===== src/rtl/adhsr_pkg.sv =====
// shared types and constants for the adhsr envelope
`default_nettype none
package adhsr_pkg;

    localparam int LVL_W  = 16;
    localparam int QUOT_W = 16;
    localparam int FACT_W = 17;

    localparam logic [LVL_W-1:0] ONE_Q15 = 16'h8000;

    localparam logic OP_PROCESS = 1'b0;
    localparam logic OP_RESET   = 1'b1;

    localparam logic [1:0] END_STOP    = 2'd0;
    localparam logic [1:0] END_RESTART = 2'd1;

    localparam logic [2:0] REG_ATTACK  = 3'd0;
    localparam logic [2:0] REG_DECAY   = 3'd1;
    localparam logic [2:0] REG_HOLD    = 3'd2;
    localparam logic [2:0] REG_RELEASE = 3'd3;
    localparam logic [2:0] REG_SUSTAIN = 3'd4;
    localparam logic [2:0] REG_ENDMODE = 3'd5;

    typedef enum logic [2:0] {
        PH_ATTACK  = 3'd0,
        PH_DECAY   = 3'd1,
        PH_HOLD    = 3'd2,
        PH_RELEASE = 3'd3,
        PH_ENDED   = 3'd4,
        PH_IDLE    = 3'd5
    } phase_t;

    typedef enum logic [3:0] {
        ST_IDLE,
        ST_START,
        ST_PHASE,
        ST_MUL,
        ST_DIV_GO,
        ST_DIV_WAIT,
        ST_LEVEL,
        ST_SCALE,
        ST_FIN
    } state_t;

endpackage
`default_nettype wire


===== src/rtl/adhsr_regs.sv =====
// apb configuration registers for the adhsr envelope
`default_nettype none
module adhsr_regs
    import adhsr_pkg::*;
#(
    parameter int TIME_BITS = 32,
    localparam int DATA_W   = (TIME_BITS > 32) ? 64 : 32,
    localparam int ADDR_W   = (TIME_BITS > 32) ? 6 : 5,
    localparam int IDX_LSB  = (TIME_BITS > 32) ? 3 : 2
)
(
    input  wire logic                 clk,
    input  wire logic                 rst_n,
    input  wire logic                 psel,
    input  wire logic                 penable,
    input  wire logic                 pwrite,
    input  wire logic [ADDR_W-1:0]    paddr,
    input  wire logic [DATA_W-1:0]    pwdata,
    output logic      [DATA_W-1:0]    prdata,
    output logic      [TIME_BITS-1:0] attack_ticks,
    output logic      [TIME_BITS-1:0] decay_ticks,
    output logic      [TIME_BITS-1:0] hold_ticks,
    output logic      [TIME_BITS-1:0] release_ticks,
    output logic      [LVL_W-1:0]     sus_level,
    output logic      [1:0]           end_mode
);

    logic [TIME_BITS-1:0] attack_reg;
    logic [TIME_BITS-1:0] decay_reg;
    logic [TIME_BITS-1:0] hold_reg;
    logic [TIME_BITS-1:0] rel_reg;
    logic [LVL_W-1:0]     sustain_reg;
    logic [1:0]           mode_reg;
    logic [2:0]           idx;
    logic                 wr_en;

    assign idx   = paddr[ADDR_W-1:IDX_LSB];
    assign wr_en = psel && penable && pwrite;

    always_ff @(posedge clk or negedge rst_n)
    begin
        if (!rst_n)
        begin
            attack_reg  <= '0;
            decay_reg   <= '0;
            hold_reg    <= '0;
            rel_reg     <= '0;
            sustain_reg <= ONE_Q15;
            mode_reg    <= END_STOP;
        end
        else if (wr_en)
        begin
            case (idx)
                REG_ATTACK:  attack_reg  <= pwdata[TIME_BITS-1:0];
                REG_DECAY:   decay_reg   <= pwdata[TIME_BITS-1:0];
                REG_HOLD:    hold_reg    <= pwdata[TIME_BITS-1:0];
                REG_RELEASE: rel_reg     <= pwdata[TIME_BITS-1:0];
                REG_SUSTAIN: sustain_reg <= pwdata[LVL_W-1:0];
                REG_ENDMODE: mode_reg    <= pwdata[1:0];
                default:     ;
            endcase
        end
    end

    always_comb
    begin
        case (idx)
            REG_ATTACK:  prdata = DATA_W'(attack_reg);
            REG_DECAY:   prdata = DATA_W'(decay_reg);
            REG_HOLD:    prdata = DATA_W'(hold_reg);
            REG_RELEASE: prdata = DATA_W'(rel_reg);
            REG_SUSTAIN: prdata = DATA_W'(sustain_reg);
            REG_ENDMODE: prdata = DATA_W'(mode_reg);
            default:     prdata = '0;
        endcase
    end

    assign attack_ticks  = attack_reg;
    assign decay_ticks   = decay_reg;
    assign hold_ticks    = hold_reg;
    assign release_ticks = rel_reg;
    assign sus_level     = sustain_reg;
    assign end_mode      = mode_reg;

endmodule
`default_nettype wire


===== src/rtl/adhsr_div.sv =====
// radix-2 restoring divider, one quotient bit per cycle
`default_nettype none
module adhsr_div
    import adhsr_pkg::*;
#(
    parameter int TIME_BITS = 32,
    localparam int NUM_W    = TIME_BITS + QUOT_W,
    localparam int CNT_W    = $clog2(QUOT_W + 1)
)
(
    input  wire logic                 clk,
    input  wire logic                 rst_n,
    input  wire logic                 start,
    input  wire logic [NUM_W-1:0]     num,
    input  wire logic [TIME_BITS-1:0] den,
    output logic                      done,
    output logic      [QUOT_W-1:0]    quot
);

    logic                 busy_reg, busy_next;
    logic                 done_reg, done_next;
    logic [CNT_W-1:0]     cnt_reg, cnt_next;
    logic [TIME_BITS-1:0] rem_reg, rem_next;
    logic [TIME_BITS-1:0] den_reg, den_next;
    logic [QUOT_W-1:0]    lo_reg, lo_next;
    logic [QUOT_W-1:0]    quot_reg, quot_next;
    logic [TIME_BITS:0]   trial;
    logic [TIME_BITS:0]   diff;
    logic                 ge;

    always_ff @(posedge clk or negedge rst_n)
    begin
        if (!rst_n)
        begin
            busy_reg <= 1'b0;
            done_reg <= 1'b0;
            cnt_reg  <= '0;
        end
        else
        begin
            busy_reg <= busy_next;
            done_reg <= done_next;
            cnt_reg  <= cnt_next;
        end
    end

    always_ff @(posedge clk)
    begin
        rem_reg  <= rem_next;
        den_reg  <= den_next;
        lo_reg   <= lo_next;
        quot_reg <= quot_next;
    end

    // quotient fits in QUOT_W bits, so the top of the numerator starts below den
    assign trial = {rem_reg, lo_reg[QUOT_W-1]};
    assign ge    = (trial >= {1'b0, den_reg});
    assign diff  = trial - {1'b0, den_reg};

    always_comb
    begin
        busy_next = busy_reg;
        done_next = 1'b0;
        cnt_next  = cnt_reg;
        rem_next  = rem_reg;
        den_next  = den_reg;
        lo_next   = lo_reg;
        quot_next = quot_reg;
        if (start)
        begin
            busy_next = 1'b1;
            cnt_next  = CNT_W'(QUOT_W);
            rem_next  = num[NUM_W-1:QUOT_W];
            lo_next   = num[QUOT_W-1:0];
            den_next  = den;
            quot_next = '0;
        end
        else if (busy_reg)
        begin
            rem_next  = ge ? diff[TIME_BITS-1:0] : trial[TIME_BITS-1:0];
            quot_next = {quot_reg[QUOT_W-2:0], ge};
            lo_next   = {lo_reg[QUOT_W-2:0], 1'b0};
            cnt_next  = cnt_reg - CNT_W'(1);
            if (cnt_reg == CNT_W'(1))
            begin
                busy_next = 1'b0;
                done_next = 1'b1;
            end
        end
    end

    assign done = done_reg;
    assign quot = quot_reg;

endmodule
`default_nettype wire


===== src/rtl/linear_adhsr_envelope.sv =====
// linear attack/decay/hold/release envelope applied to a sample stream
// reset or all-zero item: start, scale and finish states; other items add segment steps,
// then a multiply and a serial divide unless hold or the end is reached; finish waits while
// the output is stalled; next item is taken the cycle after the result is registered
// async active-low reset: offset and finished flag cleared, durations zero,
// sustain 1.0, stop mode
`default_nettype none
module linear_adhsr_envelope
    import adhsr_pkg::*;
#(
    parameter int TIME_BITS   = 32,
    parameter int SAMPLE_BITS = 16,
    localparam int DATA_W     = (TIME_BITS > 32) ? 64 : 32,
    localparam int ADDR_W     = (TIME_BITS > 32) ? 6 : 5,
    localparam int IN_W       = ((TIME_BITS + SAMPLE_BITS + 7) / 8) * 8,
    localparam int OUT_W      = ((SAMPLE_BITS + LVL_W + 4 + 7) / 8) * 8
)
(
    input  wire logic              clk,
    input  wire logic              rst_n,
    input  wire logic              s_axis_tvalid,
    output logic                   s_axis_tready,
    input  wire logic [IN_W-1:0]   s_axis_tdata,   // tick_time, sample_in
    input  wire logic [0:0]        s_axis_tuser,   // operation
    output logic                   m_axis_tvalid,
    input  wire logic              m_axis_tready,
    output logic      [OUT_W-1:0]  m_axis_tdata,   // sample_out, level, phase, finished
    input  wire logic              psel,
    input  wire logic              penable,
    input  wire logic              pwrite,
    input  wire logic [ADDR_W-1:0] paddr,
    input  wire logic [DATA_W-1:0] pwdata,
    output logic      [DATA_W-1:0] prdata,
    output logic                   pready
);

    localparam int MA_W   = ((TIME_BITS > SAMPLE_BITS) ? TIME_BITS : SAMPLE_BITS) + 1;
    localparam int PROD_W = MA_W + FACT_W;
    localparam int BND_W  = TIME_BITS + 2;

    logic [TIME_BITS-1:0] attack_ticks;
    logic [TIME_BITS-1:0] decay_ticks;
    logic [TIME_BITS-1:0] hold_ticks;
    logic [TIME_BITS-1:0] release_ticks;
    logic [LVL_W-1:0]     sus_level;
    logic [1:0]           end_mode;
    logic [LVL_W-1:0]     sus_sat;

    state_t                   state_reg, state_next;
    phase_t                   ph_reg, ph_next;
    logic                     op_reg, op_next;
    logic [TIME_BITS-1:0]     now_reg, now_next;
    logic signed [SAMPLE_BITS-1:0] sample_reg, sample_next;
    logic [TIME_BITS-1:0]     offset_reg, offset_next;
    logic                     fin_reg, fin_next;
    logic [TIME_BITS-1:0]     t_reg, t_next;
    logic [BND_W-1:0]         base_reg, base_next;
    logic [BND_W-1:0]         bound_reg, bound_next;
    logic [LVL_W-1:0]         lvl_reg, lvl_next;
    logic signed [PROD_W-1:0] prod_reg, prod_next;

    logic                     out_valid_reg, out_valid_next;
    logic [SAMPLE_BITS-1:0]   out_sample_reg, out_sample_next;
    logic [LVL_W-1:0]         out_level_reg, out_level_next;
    phase_t                   out_phase_reg, out_phase_next;
    logic                     out_fin_reg, out_fin_next;

    logic                     div_start;
    logic                     div_done;
    logic [QUOT_W-1:0]        div_quot;
    logic [TIME_BITS-1:0]     dur_cur;
    logic [TIME_BITS-1:0]     dur_after;
    phase_t                   ph_after;
    logic [LVL_W-1:0]         factor;
    logic signed [MA_W-1:0]   mul_a;
    logic signed [FACT_W-1:0] mul_b;
    logic signed [PROD_W-1:0] mul_p;
    logic                     all_zero;

    adhsr_regs #(.TIME_BITS(TIME_BITS)) u_regs (
        .clk           (clk),
        .rst_n         (rst_n),
        .psel          (psel),
        .penable       (penable),
        .pwrite        (pwrite),
        .paddr         (paddr),
        .pwdata        (pwdata),
        .prdata        (prdata),
        .attack_ticks  (attack_ticks),
        .decay_ticks   (decay_ticks),
        .hold_ticks    (hold_ticks),
        .release_ticks (release_ticks),
        .sus_level     (sus_level),
        .end_mode      (end_mode)
    );

    adhsr_div #(.TIME_BITS(TIME_BITS)) u_div (
        .clk   (clk),
        .rst_n (rst_n),
        .start (div_start),
        .num   (prod_reg[TIME_BITS+QUOT_W-1:0]),
        .den   (dur_cur),
        .done  (div_done),
        .quot  (div_quot)
    );

    assign pready   = 1'b1;
    assign sus_sat  = (sus_level > ONE_Q15) ? ONE_Q15 : sus_level;
    assign all_zero = ((attack_ticks | decay_ticks | hold_ticks | release_ticks) == '0);

    always_comb
    begin
        case (ph_reg)
            PH_ATTACK:
            begin
                dur_cur   = attack_ticks;
                dur_after = decay_ticks;
                ph_after  = PH_DECAY;
                factor    = ONE_Q15;
            end
            PH_DECAY:
            begin
                dur_cur   = decay_ticks;
                dur_after = hold_ticks;
                ph_after  = PH_HOLD;
                factor    = ONE_Q15 - sus_sat;
            end
            PH_HOLD:
            begin
                dur_cur   = hold_ticks;
                dur_after = release_ticks;
                ph_after  = PH_RELEASE;
                factor    = sus_sat;
            end
            default:
            begin
                dur_cur   = release_ticks;
                dur_after = release_ticks;
                ph_after  = PH_ENDED;
                factor    = sus_sat;
            end
        endcase
    end

    // shared multiplier: segment product, then sample scaling
    always_comb
    begin
        if (state_reg == ST_SCALE)
        begin
            mul_a = MA_W'(sample_reg);
            mul_b = FACT_W'(lvl_reg);
        end
        else
        begin
            mul_a = MA_W'(t_reg);
            mul_b = FACT_W'(factor);
        end
    end

    assign mul_p = PROD_W'(mul_a) * PROD_W'(mul_b);

    always_ff @(posedge clk or negedge rst_n)
    begin
        if (!rst_n)
        begin
            state_reg     <= ST_IDLE;
            offset_reg    <= '0;
            fin_reg       <= 1'b0;
            out_valid_reg <= 1'b0;
        end
        else
        begin
            state_reg     <= state_next;
            offset_reg    <= offset_next;
            fin_reg       <= fin_next;
            out_valid_reg <= out_valid_next;
        end
    end

    always_ff @(posedge clk)
    begin
        ph_reg         <= ph_next;
        op_reg         <= op_next;
        now_reg        <= now_next;
        sample_reg     <= sample_next;
        t_reg          <= t_next;
        base_reg       <= base_next;
        bound_reg      <= bound_next;
        lvl_reg        <= lvl_next;
        prod_reg       <= prod_next;
        out_sample_reg <= out_sample_next;
        out_level_reg  <= out_level_next;
        out_phase_reg  <= out_phase_next;
        out_fin_reg    <= out_fin_next;
    end

    always_comb
    begin
        state_next      = state_reg;
        ph_next         = ph_reg;
        op_next         = op_reg;
        now_next        = now_reg;
        sample_next     = sample_reg;
        offset_next     = offset_reg;
        fin_next        = fin_reg;
        t_next          = t_reg;
        base_next       = base_reg;
        bound_next      = bound_reg;
        lvl_next        = lvl_reg;
        prod_next       = prod_reg;
        out_valid_next  = out_valid_reg && !m_axis_tready;
        out_sample_next = out_sample_reg;
        out_level_next  = out_level_reg;
        out_phase_next  = out_phase_reg;
        out_fin_next    = out_fin_reg;
        div_start       = 1'b0;
        s_axis_tready   = 1'b0;

        case (state_reg)
            ST_IDLE:
            begin
                s_axis_tready = 1'b1;
                if (s_axis_tvalid)
                begin
                    op_next     = s_axis_tuser[0];
                    now_next    = s_axis_tdata[TIME_BITS-1:0];
                    sample_next = s_axis_tdata[TIME_BITS +: SAMPLE_BITS];
                    state_next  = ST_START;
                end
            end
            ST_START:
            begin
                if (op_reg == OP_RESET)
                begin
                    offset_next = '0;
                    fin_next    = 1'b0;
                    lvl_next    = '0;
                    ph_next     = PH_IDLE;
                    state_next  = ST_SCALE;
                end
                else if (all_zero)
                begin
                    lvl_next   = '0;
                    ph_next    = PH_IDLE;
                    state_next = ST_SCALE;
                end
                else
                begin
                    t_next     = (now_reg >= offset_reg) ? now_reg - offset_reg : '0;
                    base_next  = '0;
                    bound_next = BND_W'(attack_ticks);
                    ph_next    = PH_ATTACK;
                    state_next = ST_PHASE;
                end
            end
            ST_PHASE:
            begin
                if (BND_W'(t_reg) < bound_reg)
                begin
                    // elapsed time within the current segment
                    t_next = t_reg - base_reg[TIME_BITS-1:0];
                    if (ph_reg == PH_HOLD)
                    begin
                        lvl_next   = sus_sat;
                        state_next = ST_SCALE;
                    end
                    else
                    begin
                        state_next = ST_MUL;
                    end
                end
                else if (ph_reg == PH_RELEASE)
                begin
                    if (end_mode == END_RESTART)
                    begin
                        offset_next = now_reg;
                        t_next      = '0;
                        base_next   = '0;
                        bound_next  = BND_W'(attack_ticks);
                        ph_next     = PH_ATTACK;
                    end
                    else
                    begin
                        if (end_mode == END_STOP)
                        begin
                            fin_next = 1'b1;
                        end
                        lvl_next   = '0;
                        ph_next    = PH_ENDED;
                        state_next = ST_SCALE;
                    end
                end
                else
                begin
                    base_next  = bound_reg;
                    bound_next = bound_reg + BND_W'(dur_after);
                    ph_next    = ph_after;
                end
            end
            ST_MUL:
            begin
                prod_next  = mul_p;
                state_next = ST_DIV_GO;
            end
            ST_DIV_GO:
            begin
                div_start  = 1'b1;
                state_next = ST_DIV_WAIT;
            end
            ST_DIV_WAIT:
            begin
                if (div_done)
                begin
                    state_next = ST_LEVEL;
                end
            end
            ST_LEVEL:
            begin
                case (ph_reg)
                    PH_ATTACK: lvl_next = div_quot;
                    PH_DECAY:  lvl_next = ONE_Q15 - div_quot;
                    default:   lvl_next = sus_sat - div_quot;
                endcase
                state_next = ST_SCALE;
            end
            ST_SCALE:
            begin
                prod_next  = mul_p;
                state_next = ST_FIN;
            end
            ST_FIN:
            begin
                if (!out_valid_reg || m_axis_tready)
                begin
                    out_valid_next  = 1'b1;
                    // arithmetic shift by 15 gives floor rounding
                    out_sample_next = prod_reg[15 +: SAMPLE_BITS];
                    out_level_next  = lvl_reg;
                    out_phase_next  = ph_reg;
                    out_fin_next    = fin_reg;
                    state_next      = ST_IDLE;
                end
            end
            default:
            begin
                state_next = ST_IDLE;
            end
        endcase
    end

    assign m_axis_tvalid = out_valid_reg;
    assign m_axis_tdata  = OUT_W'({out_fin_reg, out_phase_reg, out_level_reg, out_sample_reg});

endmodule
`default_nettype wire


===== config.mk =====
export PLATFORM = sky130hd
export DESIGN_NAME = linear_adhsr_envelope
export DESIGN_NICKNAME = d
export VERILOG_FILES = /design/src/rtl/adhsr_pkg.sv /design/src/rtl/adhsr_regs.sv /design/src/rtl/adhsr_div.sv /design/src/rtl/linear_adhsr_envelope.sv
export SDC_FILE = /design/constraint.sdc
export NUM_CORES = 2
export LEC_CHECK = 0
export BUFFER_PORTS_ARGS = -buffer_cell sky130_fd_sc_hd__buf_4
export CORE_MARGIN = 10
export CORE_UTILIZATION = 50
export DETAILED_ROUTE_END_ITERATION = 16
export PLACE_DENSITY_LB_ADDON = 0.08
export SLEW_MARGIN = 20
export SYNTH_ARGS = -nofsm -noshare
export SYNTH_HDL_FRONTEND = slang
export SYNTH_SLANG_ARGS = --single-unit

===== constraint.sdc =====
create_clock -name clk -period 13.7 [get_ports clk]
set_input_delay 2.055 -clock clk [delete_from_list [all_inputs] [get_ports clk]]
set_output_delay 2.055 -clock clk [all_outputs]
set_load 0.03 [all_outputs]

==> results.yml <==
floorplan:
  io_pins: 168
  core_mm2: 0.09813
  dieArea_mm2: 0.1115
  rows: 115
  die-height_um: 333.9
  start_util: 0.5021
  die_w_um: 333.9
cells_and_area:
  drive_above_1_share: 0.1037
  nets: 6179
  final_util: 0.5494
  largest_reg_flops: 48
  instances_no_fill: 6642
  area_growth_pct: 9.408
grt:
  grtUsageMet2: 0.4490
  grt_pass1_vias: 38673
  overflow: 0
  met3_usage: 0.04968
  busiest_layer: "met2"
  use_met1: 0.3609
  grt_start_max_net_pins: 81
  grt_pass1_wl_mm: 235.5
  grt.total_usage: 0.2742
  antenna_found_initial: 12
timing:
  skew_ns: 0.06739
  finalHoldViolCount: 0
  setup-tns-final_ns: 0
  period_share: 0.7522
  slew_headroom: 0.1719
  fin_crit_ns: 10.31
  rsz0062_at_grt: "false"
  setup_viol: 0
  slew_violations: 0
  tightest_slew_ns: 1.208
  fmax_ghz: 0.09703
critical_path:
  critPathSlowestCell: "fa_1"
  worstSetupPathType: "flip-flop to flip-flop"
  r2r_cells: 35
  cp-end-kind: "flip-flop"
  required_ns: 14.07
  cp_num_buf_inv: 5
  crit_path_frequent_cell: "fa_1"
  r2r_end: "prod_reg[47]"
  rrSetupSlack_ns: 3.39
  critPathMaxStageDelay_ns: 0.56
  reg2reg_from: "u_regs.sus_level[6]"
  cp_max_fo: 32
  start_kind: "flip-flop"
  crit_start: "u_regs.sus_level[6]"
  crit_arrival_ns: 10.67
  crit_family: "adder cells"
synthesis:
  synthTopCellsByCount: "nand2_1, inv_1, fa_1"
  synth-simple-area-share: 0.1382
  synth_compound_area_frac: 0.1185
  syn_area_mm2: 0.04928
  async_reset_ff_frac: 0.3557
  synth_mux_area_frac: 0.05622
  synth_adder_area_share: 0.2751
  ys_top_cells_by_area: "fa_1, edfxtp_1, dfrtp_1, ha_1, nand2_1"
  yosysMostFrequentCell: "nand2_1"
  synthFlopType: "edfxtp_1"
  synth-xor-area-share: 0.03075
  synth_seq_cells: 537
  synth_top_family_by_area: "adder cells"
  synth_area_per_cell_um2: 9.415
  postSynthCellCount: 5234
  yosys.area.top_type: "fa_1"
  synth_edf_count: 330
  ys_warn_count: 0
  yosys.area.top_type_share: 0.2015
  ys_types: 90
  yosysSeqAreaShare: 0.3046
clock_network:
  hold_buffers: 0
  clkLatencyLatePin_ns: 0.71
  post_cts_resize_count: 0
  cts.path.max_buffers: 3
  cts_setup_buffers: 0
  cts_root_buf: "clkbuf_16"
  cts_max_level: 2
  cts_tree: "yes"
  path_clk_slew_ns: 0.06
  cts.sinks: 537
  cts_buffers: 60
place:
  dpl.cell_count: 6525
  finalWeightedCongestion: 0.9144
  dp_hpwl_mm: 114.6
  io_buffers: 160
routing:
  avgViaCountPerCell: 5.758
  wl_mm: 153.1
  first_pass_iters: 7
  drt_iter0_drc: 3210
  wl_per_cell_um: 23.05
  num_vias: 38243
  drcViolationCount: 0
  ant_nets: 0
status:
  status: "finished clean"
worst_hold_path:
  holdPathStages: 0
  hold_end: "out_sample_reg[11]"
  min_path_type: "flip-flop to flip-flop"
  min_from: "prod_reg[26]"
job:
  cap_viol_max_count: 0
[worst max-delay path by stage]
stage	end	slack (ns)	depth (start not counted)
2_1_floorplan	prod_reg[47]	5.01	34
3_3_place_gp	prod_reg[47]	3.75	35
3_5_place_dp	prod_reg[47]	3.58	35
4_1_cts	prod_reg[47]	3.50	35
5_1_grt	prod_reg[47]	2.81	35
6_report	prod_reg[47]	3.39	35
[kinds of logic (layout without fill, tap and decap cells)]
family	after synthesis	after routing
flip-flops	537	537
AO/OA/AOI/OAI	913	913
multiplexers	257	257
buffers and inverters	982	1096
AND/OR/NAND/NOR	1584	1584
adder cells (fa/ha/maj)	786	786
other	2	9
XOR/XNOR	173	173
[per-stage QoR]
| step | area, µm² | setup slack, ns | hold slack, ns |
|---|---|---|---|
| finish | 53910 | 3.394 | 0.4541 |
| global route | 53900 | 2.808 | 0.4749 |
| CTS | 53900 | 3.496 | 0.4591 |
| detailed placement | 51870 | 3.576 | 0.4477 |
| global placement | 51870 | 3.750 | 0.4356 |
| floorplan | 49290 | 5.010 | 0.4244 |
[metal layers]
metal	wire length, µm	part of all wire	vias to the layer above
met2	71420	0.47	1309
met1	64260	0.42	19099
met5	51	0.00033	-
li1	-	-	17555
met4	6130	0.040	8
met3	11240	0.073	272
[worst register-to-register path: cells and delay by family, from the launching register on]
family	cells	cell delay (ns)
xor gates and xnor gates	1	0.12
buffers and inverters	5	0.91
adders and majority gates	8	3.70
AOI/OAI and AO/OA	15	3.39
and+or+nand+nor	6	1.37
DFF	1	0.51
[cells in the final DEF, fill, tap and decap left out, types with 37 or more instances in the layout]
| cell type | instances |
|---|---|
| edfxtp_1 | 330 |
| inv_1 | 755 |
| fa_1 | 496 |
| a31oi_1 | 49 |
| nor2b_1 | 62 |
| dfrtp_1 | 190 |
| nor2_1 | 392 |
| nand2b_1 | 39 |
| xor2_1 | 59 |
| mux2_2 | 148 |
| nand3_1 | 44 |
| nand2_1 | 798 |
| a22oi_1 | 43 |
| o21ai_0 | 202 |
| mux2i_1 | 105 |
| nor4_1 | 44 |
| clkbuf_16 | 63 |
| a21o_1 | 78 |
| o22ai_1 | 76 |
| ha_1 | 290 |
| and2_1 | 37 |
| buf_4 | 225 |
| a21oi_1 | 206 |
| xnor2_1 | 114 |
| nor3_1 | 46 |
[area by class of cell]
type                    count  area [µm²]
flip-flops and latches    537       15010
repair buffers            226        1703
diodes                      4       10.01
multi-input cells        3718       30700
well taps                1287        1610
clock inverters            35       327.8
clock buffers              78        1703
inverters                 757        2846
fillers                  9000       44220
Power is left out: the tool's default activity adds up to more than one toggle a clock period on the data nets, which glitch-free logic cannot reach.
